File: src/rtl/ppcc_pkg.sv
`timescale 1ns / 1ps
// ppcc_pkg: types, mode codes, matrix coefficients and arithmetic helpers
// for the pixel pair color converter. No dependencies.
package ppcc_pkg;

	// signed accumulator, wide enough for every matrix sum (|sum| < 2^19)
	typedef logic signed [19:0] acc_t;
	typedef logic [7:0]         pix_t;

	// source_format codes
	localparam logic SRC_YUV = 1'b0;
	localparam logic SRC_RGB = 1'b1;

	// color_space codes; the unused code behaves as CS_YUV
	localparam logic [1:0] CS_LUMA = 2'd0;
	localparam logic [1:0] CS_RGB  = 2'd1;
	localparam logic [1:0] CS_YUV  = 2'd2;

	// configuration register indexes
	localparam logic REG_SOURCE_FORMAT = 1'b0;
	localparam logic REG_COLOR_SPACE   = 1'b1;

	localparam logic [2:0] COUNT_LUMA = 3'd2;
	localparam logic [2:0] COUNT_FULL = 3'd6;

	// offsets of the limited-range YUV input
	localparam acc_t Y_OFS = 20'sd16;
	localparam acc_t C_OFS = 20'sd128;

	// BT.601 YUV to RGB
	localparam acc_t K_Y   = 20'sd298;
	localparam acc_t K_RV  = 20'sd409;
	localparam acc_t K_GU  = 20'sd100;
	localparam acc_t K_GV  = 20'sd208;
	localparam acc_t K_BU  = 20'sd516;
	// chroma expansion
	localparam acc_t K_C   = 20'sd293;
	// RGB to YUV
	localparam acc_t K_YR  = 20'sd76;
	localparam acc_t K_YG  = 20'sd150;
	localparam acc_t K_YB  = 20'sd29;
	localparam acc_t K_UR  = 20'sd44;
	localparam acc_t K_UG  = 20'sd85;
	localparam acc_t K_UB  = 20'sd128;
	localparam acc_t K_VR  = 20'sd128;
	localparam acc_t K_VG  = 20'sd108;
	localparam acc_t K_VB  = 20'sd21;

	// zero-extend a sample into the accumulator
	function automatic acc_t ext(input pix_t x);
		return acc_t'({12'd0, x});
	endfunction

	// floor divide by 256
	function automatic acc_t fl8(input acc_t x);
		return x >>> 8;
	endfunction

	// clamp to 0..255
	function automatic pix_t sat8(input acc_t x);
		pix_t res;
		if (x < 0) begin
			res = '0;
		end else if (x > 20'sd255) begin
			res = 8'hFF;
		end else begin
			res = x[7:0];
		end
		return res;
	endfunction

	// RGB source
	function automatic pix_t rgb_luma(input pix_t r, input pix_t g, input pix_t b);
		return sat8(fl8(K_YR * ext(r) + K_YG * ext(g) + K_YB * ext(b)));
	endfunction

	function automatic pix_t rgb_u(input pix_t r, input pix_t g, input pix_t b);
		return sat8(C_OFS + fl8(K_UB * ext(b) - K_UR * ext(r) - K_UG * ext(g)));
	endfunction

	function automatic pix_t rgb_v(input pix_t r, input pix_t g, input pix_t b);
		return sat8(C_OFS + fl8(K_VR * ext(r) - K_VG * ext(g) - K_VB * ext(b)));
	endfunction

	// YUV source; y, u, v are raw samples, offsets removed here
	function automatic pix_t yuv_r(input pix_t y, input pix_t v);
		return sat8(fl8(K_Y * (ext(y) - Y_OFS) + K_RV * (ext(v) - C_OFS)));
	endfunction

	function automatic pix_t yuv_g(input pix_t y, input pix_t u, input pix_t v);
		return sat8(fl8(K_Y * (ext(y) - Y_OFS) - K_GU * (ext(u) - C_OFS)
			- K_GV * (ext(v) - C_OFS)));
	endfunction

	function automatic pix_t yuv_b(input pix_t y, input pix_t u);
		return sat8(fl8(K_Y * (ext(y) - Y_OFS) + K_BU * (ext(u) - C_OFS)));
	endfunction

	function automatic pix_t yuv_luma(input pix_t y);
		return sat8(fl8(K_Y * (ext(y) - Y_OFS)));
	endfunction

	function automatic pix_t yuv_chroma(input pix_t c);
		return sat8(C_OFS + fl8(K_C * (ext(c) - C_OFS)));
	endfunction

endpackage

File: src/rtl/pixel_pair_color_converter.sv
`timescale 1ns / 1ps
// Pixel pair color converter: two adjacent pixels in, six bytes out.
// Each accepted beat passes the input register, then the result register.
// Throughput: one pixel pair per clock while the output is not stalled;
// the input register and the result register each hold one beat.
// Reset: pipeline emptied, source_format = RGB, color_space = RGB.
// Depends on ppcc_pkg.
module pixel_pair_color_converter (
	input  logic       clk,
	input  logic       arst_n,
	// configuration
	input  logic       cfg_wr_en,
	input  logic       cfg_index,
	input  logic [1:0] cfg_data,
	// input channel
	input  logic       in_valid,
	output logic       in_stall,
	input  logic [7:0] first_c0,
	input  logic [7:0] first_c1,
	input  logic [7:0] first_c2,
	input  logic [7:0] second_c0,
	input  logic [7:0] second_c1,
	input  logic [7:0] second_c2,
	// output channel
	output logic       out_valid,
	input  logic       out_stall,
	output logic [7:0] out_byte0,
	output logic [7:0] out_byte1,
	output logic [7:0] out_byte2,
	output logic [7:0] out_byte3,
	output logic [7:0] out_byte4,
	output logic [7:0] out_byte5,
	output logic [2:0] byte_count
);

	logic             source_format_q;
	logic [1:0]       color_space_q;

	logic             valid_s1;
	ppcc_pkg::pix_t   pix_s1 [6];
	logic             out_valid_q;
	ppcc_pkg::pix_t   byte_q [6];
	logic [2:0]       count_q;

	ppcc_pkg::pix_t   res [6];
	logic [2:0]       res_count;
	logic             advance;

	// whole pipeline moves unless a result is held by the sink
	assign advance  = !(out_valid_q && out_stall);
	assign in_stall = !advance;

	// configuration registers
	always_ff @(posedge clk or negedge arst_n) begin
		if (!arst_n) begin
			source_format_q <= ppcc_pkg::SRC_RGB;
			color_space_q   <= ppcc_pkg::CS_RGB;
		end else if (cfg_wr_en) begin
			unique case (cfg_index)
				ppcc_pkg::REG_SOURCE_FORMAT: source_format_q <= cfg_data[0];
				ppcc_pkg::REG_COLOR_SPACE:   color_space_q   <= cfg_data;
				default: ;
			endcase
		end
	end

	// input register
	always_ff @(posedge clk or negedge arst_n) begin
		if (!arst_n) begin
			valid_s1 <= 1'b0;
		end else if (advance) begin
			valid_s1 <= in_valid;
		end
	end

	always_ff @(posedge clk) begin
		if (advance && in_valid) begin
			pix_s1[0] <= first_c0;
			pix_s1[1] <= first_c1;
			pix_s1[2] <= first_c2;
			pix_s1[3] <= second_c0;
			pix_s1[4] <= second_c1;
			pix_s1[5] <= second_c2;
		end
	end

	// conversion
	always_comb begin
		for (int i = 0; i < 6; i++) begin
			res[i] = '0;
		end
		res_count = ppcc_pkg::COUNT_FULL;
		priority if (color_space_q == ppcc_pkg::CS_LUMA) begin
			res_count = ppcc_pkg::COUNT_LUMA;
			if (source_format_q == ppcc_pkg::SRC_YUV) begin
				res[0] = pix_s1[0];
				res[1] = pix_s1[3];
			end else begin
				res[0] = ppcc_pkg::rgb_luma(pix_s1[0], pix_s1[1], pix_s1[2]);
				res[1] = ppcc_pkg::rgb_luma(pix_s1[3], pix_s1[4], pix_s1[5]);
			end
		end else if (source_format_q == ppcc_pkg::SRC_YUV) begin
			if (color_space_q == ppcc_pkg::CS_RGB) begin
				res[0] = ppcc_pkg::yuv_r(pix_s1[0], pix_s1[2]);
				res[1] = ppcc_pkg::yuv_g(pix_s1[0], pix_s1[1], pix_s1[2]);
				res[2] = ppcc_pkg::yuv_b(pix_s1[0], pix_s1[1]);
				res[3] = ppcc_pkg::yuv_r(pix_s1[3], pix_s1[2]);
				res[4] = ppcc_pkg::yuv_g(pix_s1[3], pix_s1[1], pix_s1[2]);
				res[5] = ppcc_pkg::yuv_b(pix_s1[3], pix_s1[1]);
			end else begin
				// chroma shared by both pixels
				res[0] = ppcc_pkg::yuv_luma(pix_s1[0]);
				res[1] = ppcc_pkg::yuv_chroma(pix_s1[1]);
				res[2] = ppcc_pkg::yuv_chroma(pix_s1[2]);
				res[3] = ppcc_pkg::yuv_luma(pix_s1[3]);
				res[4] = res[1];
				res[5] = res[2];
			end
		end else begin
			if (color_space_q == ppcc_pkg::CS_RGB) begin
				for (int i = 0; i < 6; i++) begin
					res[i] = pix_s1[i];
				end
			end else begin
				res[0] = ppcc_pkg::rgb_luma(pix_s1[0], pix_s1[1], pix_s1[2]);
				res[1] = ppcc_pkg::rgb_u(pix_s1[0], pix_s1[1], pix_s1[2]);
				res[2] = ppcc_pkg::rgb_v(pix_s1[0], pix_s1[1], pix_s1[2]);
				res[3] = ppcc_pkg::rgb_luma(pix_s1[3], pix_s1[4], pix_s1[5]);
				res[4] = ppcc_pkg::rgb_u(pix_s1[3], pix_s1[4], pix_s1[5]);
				res[5] = ppcc_pkg::rgb_v(pix_s1[3], pix_s1[4], pix_s1[5]);
			end
		end
	end

	// result register
	always_ff @(posedge clk or negedge arst_n) begin
		if (!arst_n) begin
			out_valid_q <= 1'b0;
		end else if (advance) begin
			out_valid_q <= valid_s1;
		end
	end

	always_ff @(posedge clk) begin
		if (advance && valid_s1) begin
			byte_q  <= res;
			count_q <= res_count;
		end
	end

	assign out_valid  = out_valid_q;
	assign out_byte0  = byte_q[0];
	assign out_byte1  = byte_q[1];
	assign out_byte2  = byte_q[2];
	assign out_byte3  = byte_q[3];
	assign out_byte4  = byte_q[4];
	assign out_byte5  = byte_q[5];
	assign byte_count = count_q;

endmodule

File: config.mk
export PLATFORM = sky130hd
export DESIGN_NAME = pixel_pair_color_converter
export DESIGN_NICKNAME = d
export VERILOG_FILES = /design/src/rtl/ppcc_pkg.sv /design/src/rtl/pixel_pair_color_converter.sv
export SDC_FILE = /design/constraint.sdc
export NUM_CORES = 2
export LEC_CHECK = 0
export BUFFER_PORTS_ARGS = -buffer_cell sky130_fd_sc_hd__buf_4
export CAP_MARGIN = 20
export CORE_UTILIZATION = 58
export CTS_CLUSTER_DIAMETER = 150
export CTS_CLUSTER_SIZE = 25
export DETAILED_ROUTE_END_ITERATION = 7
export PLACE_DENSITY = 0.83
export REMOVE_ABC_BUFFERS = 1
export SKIP_LAST_GASP = 1
export SLEW_MARGIN = 25
export SYNTH_ARGS = -nofsm -noshare
export SYNTH_HDL_FRONTEND = slang
export SYNTH_SLANG_ARGS = --single-unit
File: constraint.sdc
create_clock -name clk -period 8.3 [get_ports clk]
set_input_delay 1.66 -clock clk [delete_from_list [all_inputs] [get_ports clk]]
set_output_delay 1.66 -clock clk [all_outputs]
set_load 0.1 [all_outputs]
Word-level counts from Yosys, hierarchy flattened. Memories as Yosys holds them, arrays and structs flattened. Index checks and enable logic that the tools add are counted.

$add $sub $neg: 30. Multiply operators: 22. $lt $le $gt $ge: 32. Eq/ne operators: 1. Mux-type cells: 40. Bitwise logic cells: 1. Reduce and logical (&&, ||, !) cells: 7.

Operator list (number): 8-bit 2-to-1 mux (32); 48-bit 2-to-1 mux (3); 5-bit by 8-bit multiplier with 13-bit output (first input constant) (8); 12-bit by 9-bit > comparator with 1-bit output (second input constant) (8); 12-bit by 1-bit < comparator with 1-bit output (second input constant) (8); 10-bit by 1-bit < comparator with 1-bit output (second input constant) (6); 7-bit by 8-bit multiplier with 15-bit output (first input constant) (4); 10-bit by 9-bit multiplier with 19-bit output (first input constant) (3); 9-bit by 9-bit multiplier with 18-bit output (first input constant) (3); 19-bit by 19-bit adder with 20-bit output (2); 19-bit by 20-bit adder with 20-bit output (2); 9-bit by 9-bit adder with 10-bit output (first input constant) (4); 10-bit by 9-bit > comparator with 1-bit output (second input constant) (4); 19-bit by 17-bit subtractor with 20-bit output (2); 20-bit by 18-bit subtractor with 20-bit output (2); 17-bit by 13-bit adder with 18-bit output (2); 15-bit by 16-bit adder with 17-bit output (2); 16-bit by 14-bit subtractor with 17-bit output (2); 16-bit by 16-bit subtractor with 17-bit output (2); 16-bit 2-to-1 mux (2); 15-bit by 14-bit subtractor with 16-bit output (2); 15-bit by 15-bit subtractor with 16-bit output (2); 9-bit by 11-bit adder with 12-bit output (first input constant) (2); 4-bit by 8-bit multiplier with 12-bit output (first input constant) (2); 15 further kinds (24).

Register bits: 56. RAM bits: 48. Output and inout port bits: 53. Memories: 1.

Memories: pix_s1 (words 6, width 8, read ports 6, clocked after memory_dff 0, wr ports 6, RTL line pixel_pair_color_converter.sv:40) `ppcc_pkg::pix_t pix_s1 [6];`.

Depth between registers and ports, before layout. An unclocked memory read counts as a cell.

Depth after elaboration: 11. Gate-level depth with buffers: 33.

Worst setup path before layout. Ideal clock, no wire load.

Kind: register to register. From: memory pix_s1[2][7] in the netlist's numbering. To: register byte_q, in the netlist out_byte0[4] (data pin). Setup time: 0.288 ns. Data arrival time: 6.920 ns. Required time: 8.012 ns. Setup slack: 1.092 ns. Stages on the path, launching flop included: 28. Period minus slack after synthesis: 7.208 ns. Path through: edfxtp_1 > buf_2 > clkinv_1 > ha_1 > inv_1 > fa_1 > fa_1 > inv_1 > ha_1 > inv_1 > fa_1 > nor2b_1 > o21ai_0 > a21boi_0 > o21ai_0 > a21boi_0 > o21ai_0 > a21boi_0 > o21ai_0 > nor2b_1 > xnor2_1 > ha_1 > and3_1 > a311oi_1 > a21oi_1 > o21a_1 > a311oi_1 > a222oi_1.

RTL lines: start: declaration (RTL line pixel_pair_color_converter.sv:40); end signal: assignment (RTL line pixel_pair_color_converter.sv:146) `byte_q <= res;`; end: declaration (RTL line pixel_pair_color_converter.sv:42) `ppcc_pkg::pix_t byte_q [6];`.

==> flow_metrics.env <==
export IMPL_final_setup_tns_ns=0
export IMPL_die_h_um=239.3
export IMPL_start_kind="flip-flop"
export IMPL_critPathArrivalTime_ns=7.95
export IMPL_layout_min_cycle_time_ns=7.816
export IMPL_routabilityCongestion=1.047
export IMPL_synth_flop_cell="edfxtp_1"
export IMPL_fp_dieW_um=239.3
export IMPL_viasPerCell=6.038
export IMPL_synth_cell_types=104
export IMPL_cp_max_fo=9
export IMPL_clkTransAtPathRegs_ns=0.08
export IMPL_cts_setup_buffers=0
export IMPL_final_hold_viol_count=0
export IMPL_setup_worst_path_class="reg2reg"
export IMPL_synthSimpleGateAreaFrac_pct=10.50
export IMPL_cts_tree="yes"
export IMPL_synth_fa_ha_area_share_pct=45.57
export IMPL_syn_cell_area_um2=32660
export IMPL_ys_ff_latch=102
export IMPL_final_cell_mix="ha_1 (836), inv_1 (668), a21oi_1 (262)"
export IMPL_ctsRootBufferMaster="clkbuf_16"
export IMPL_grt_pass1_vias=27940
export IMPL_area_delta_synth_final_pct=6.658
export IMPL_grt_max_degree=54
export IMPL_initial_core_util_pct=58.94
export IMPL_antenna_found_initial=0
export IMPL_n_fill_cell=4749
export IMPL_status="completed"
export IMPL_cts_made_buffers=9
export IMPL_gr_total_overflow=0
export IMPL_clkLatencyLatePin_ns=0.42
export IMPL_synth_edf_count=97
export IMPL_synth_top_family_by_area="adder cells"
export IMPL_cts_hold_buf=0
export IMPL_firstDrtPassIters=5
export IMPL_postSynth_asyncResetShare_pct=4.902
export IMPL_clk_path_buf_depth=2
export IMPL_post_route_period_util_pct=94.17
export IMPL_synthMuxAreaShare_pct=0.4291
export IMPL_relSlewSlack_pct=34.28
export IMPL_fmax_mhz=127.9
export IMPL_syn_inst=3773
export IMPL_rows=86
export IMPL_slew_violations=0
export IMPL_fin_skew_ns=0.02002
export IMPL_portBuffers=106
export IMPL_cp_required_ns=8.44
export IMPL_antenna_left=0
export IMPL_drive_above_1_share_pct=6.110
export IMPL_finalSetupViolCount=0
export IMPL_worst_slew_pin_slew_ns=0.9835
export IMPL_synth_compound_area_share_pct=18.00
export IMPL_htree_levels=3
export IMPL_wl_per_cell_um=20.52
export IMPL_drc=0
export IMPL_cp_end_kind="flip-flop"
export IMPL_drt_iter0_drc=2014
export IMPL_dp_hpwl_um=79910
export IMPL_io_pins=109
export IMPL_final_common_cell="ha_1"
export IMPL_core_area_um2=55420
export IMPL_synth_xor_area_share_pct=7.800
export IMPL_hold_path_class="reg2reg"
export IMPL_drt_total_wl_um=95300
export IMPL_nets=5003
export IMPL_rsz0062_at_grt="no"
export IMPL_multi_input_area_um2=26920
export IMPL_vias=28040
export IMPL_cts_sinks=102
export IMPL_yosysWarnings=0
export IMPL_ys_seq_area_share_pct=9.309
export IMPL_max_cap_viol_count=0
export IMPL_gr_usage_all_layers_pct=33.78
export IMPL_postSynthAreaPerCell_um2=8.657
export IMPL_grt_pass1_wl_um=148100
export IMPL_die_area_um2=57260
export IMPL_seqCellArea_um2=3040
## synth_stat cells, types with 44 or more instances
master,instances,share of area (%)
edfxtp_1,97,8.9
ha_1,836,32
a21o_1,89,2.0
xor2_1,113,3.0
nand2b_1,56,1.1
nand3_1,60,0.92
a21oi_1,262,4.0
fa_1,221,14
nor2b_1,44,0.84
nor2_1,187,2.1
nand2_1,121,1.4
nor3_1,64,0.98
o21ai_0,196,3.0
xnor2_1,176,4.7
inv_1,668,7.7
## cell families after synthesis
group,after synthesis
mux,13
fa+ha+maj,1057
buf+inv,717
flops,102
xor+xnor,290
simple gates,676
compound gates,916
other cells,2
## sequential cells by signal (all words and copies together), names as in the netlist
signal	cells
valid_s1	1
pix_s1	48
out_byte3	8
color_space_q	2
out_byte4	8
out_byte2	8
out_byte1	8
out_valid	1
out_byte5	8
out_byte0	8
source_format_q	1
byte_count	1
## worst max-delay path, stage by stage, from the launching register on
cell and delay [ns]:
edfxtp_1 0.54, inv_1 0.26, ha_1 0.22, or3b_1 0.54, inv_1 0.17, ha_1 0.27, ha_1 0.32, fa_1 0.49
fa_1 0.49, ha_1 0.31, ha_1 0.36, nand3_1 0.10, o211ai_1 0.13, o31ai_2 0.45, xnor2_2 0.21, fa_1 0.52
ha_1 0.39, nand2_1 0.07, o21ai_0 0.28, a22oi_1 0.14, a31oi_1 0.34, a31oi_1 0.16, nor2_2 0.30, a21oi_1 0.12
a211oi_1 0.24, o21ai_0 0.11
## stage by stage
| step | hold WS (ns) | instances | worst slack, ns | utilization [%] | cell area [µm²] |
|---|---|---|---|---|---|
| final | 0.4879 | 4644 | 0.4843 | 62.86 | 34840 |
| after global routing | 0.5071 | 4643 | 0.05046 | 62.86 | 34830 |
| after CTS | 0.4859 | 4643 | 0.2341 | 62.80 | 34800 |
| after detailed placement | 0.4686 | 4627 | 0.2738 | 62.30 | 34520 |
| after global placement | 0.4661 | 4627 | 0.4734 | 62.30 | 34520 |
| after floorplan | 0.4493 | 3729 | 0.9806 | - | 32460 |
## final timing paths
path / startpoint / depth (start not counted) / slack (ns) / end
worst min-delay path: valid_s1$_DFFE_PN0N_ / 1 / 0.49 / out_valid$_DFFE_PN0N_
min in group asynchronous: arst_n / 1 / 1.04 / color_space_q[1]$_DFFE_PN0P_
worst max register to register: pix_s1[0][5]$_DFFE_PP_ / 25 / 0.48 / out_byte1[2]$_DFFE_PP_
worst max-delay path: pix_s1[0][5]$_DFFE_PP_ / 25 / 0.48 / out_byte1[2]$_DFFE_PP_
worst min register to register: valid_s1$_DFFE_PN0N_ / 1 / 0.49 / out_valid$_DFFE_PN0N_
max in group asynchronous: arst_n / 1 / 7.07 / color_space_q[0]$_DFFE_PN1P_
## timing repair
action                                  in CTS  in global routing
hold endpoints to repair                     0                  0
endpoints found under the setup margin       0                  8
resized for setup                            0                  5
## area by class of cell
type	instances	share of cell area (%)
inverter	673	7.252
antenna	1	0.007183
tap	748	2.687
clock buffer	9	0.6465
multi-input combinational	2954	77.29
timing repair buffer	150	3.233
sequential	102	8.728
clock inverter	7	0.1580
## routing by layer
metal	vias up	track usage (%)	routed length [µm]	part of all wire (%)
met3	303	4.552	6433	6.7
met4	0	22.98	6829	7.2
met1	13250	40.73	38140	40
li1	13390	-	-	-
met5	-	0	0	0
met2	1090	56.03	43900	46
Power is not shown: default switching activity piles up to over one toggle a cycle in this logic, so the estimate is an artifact.
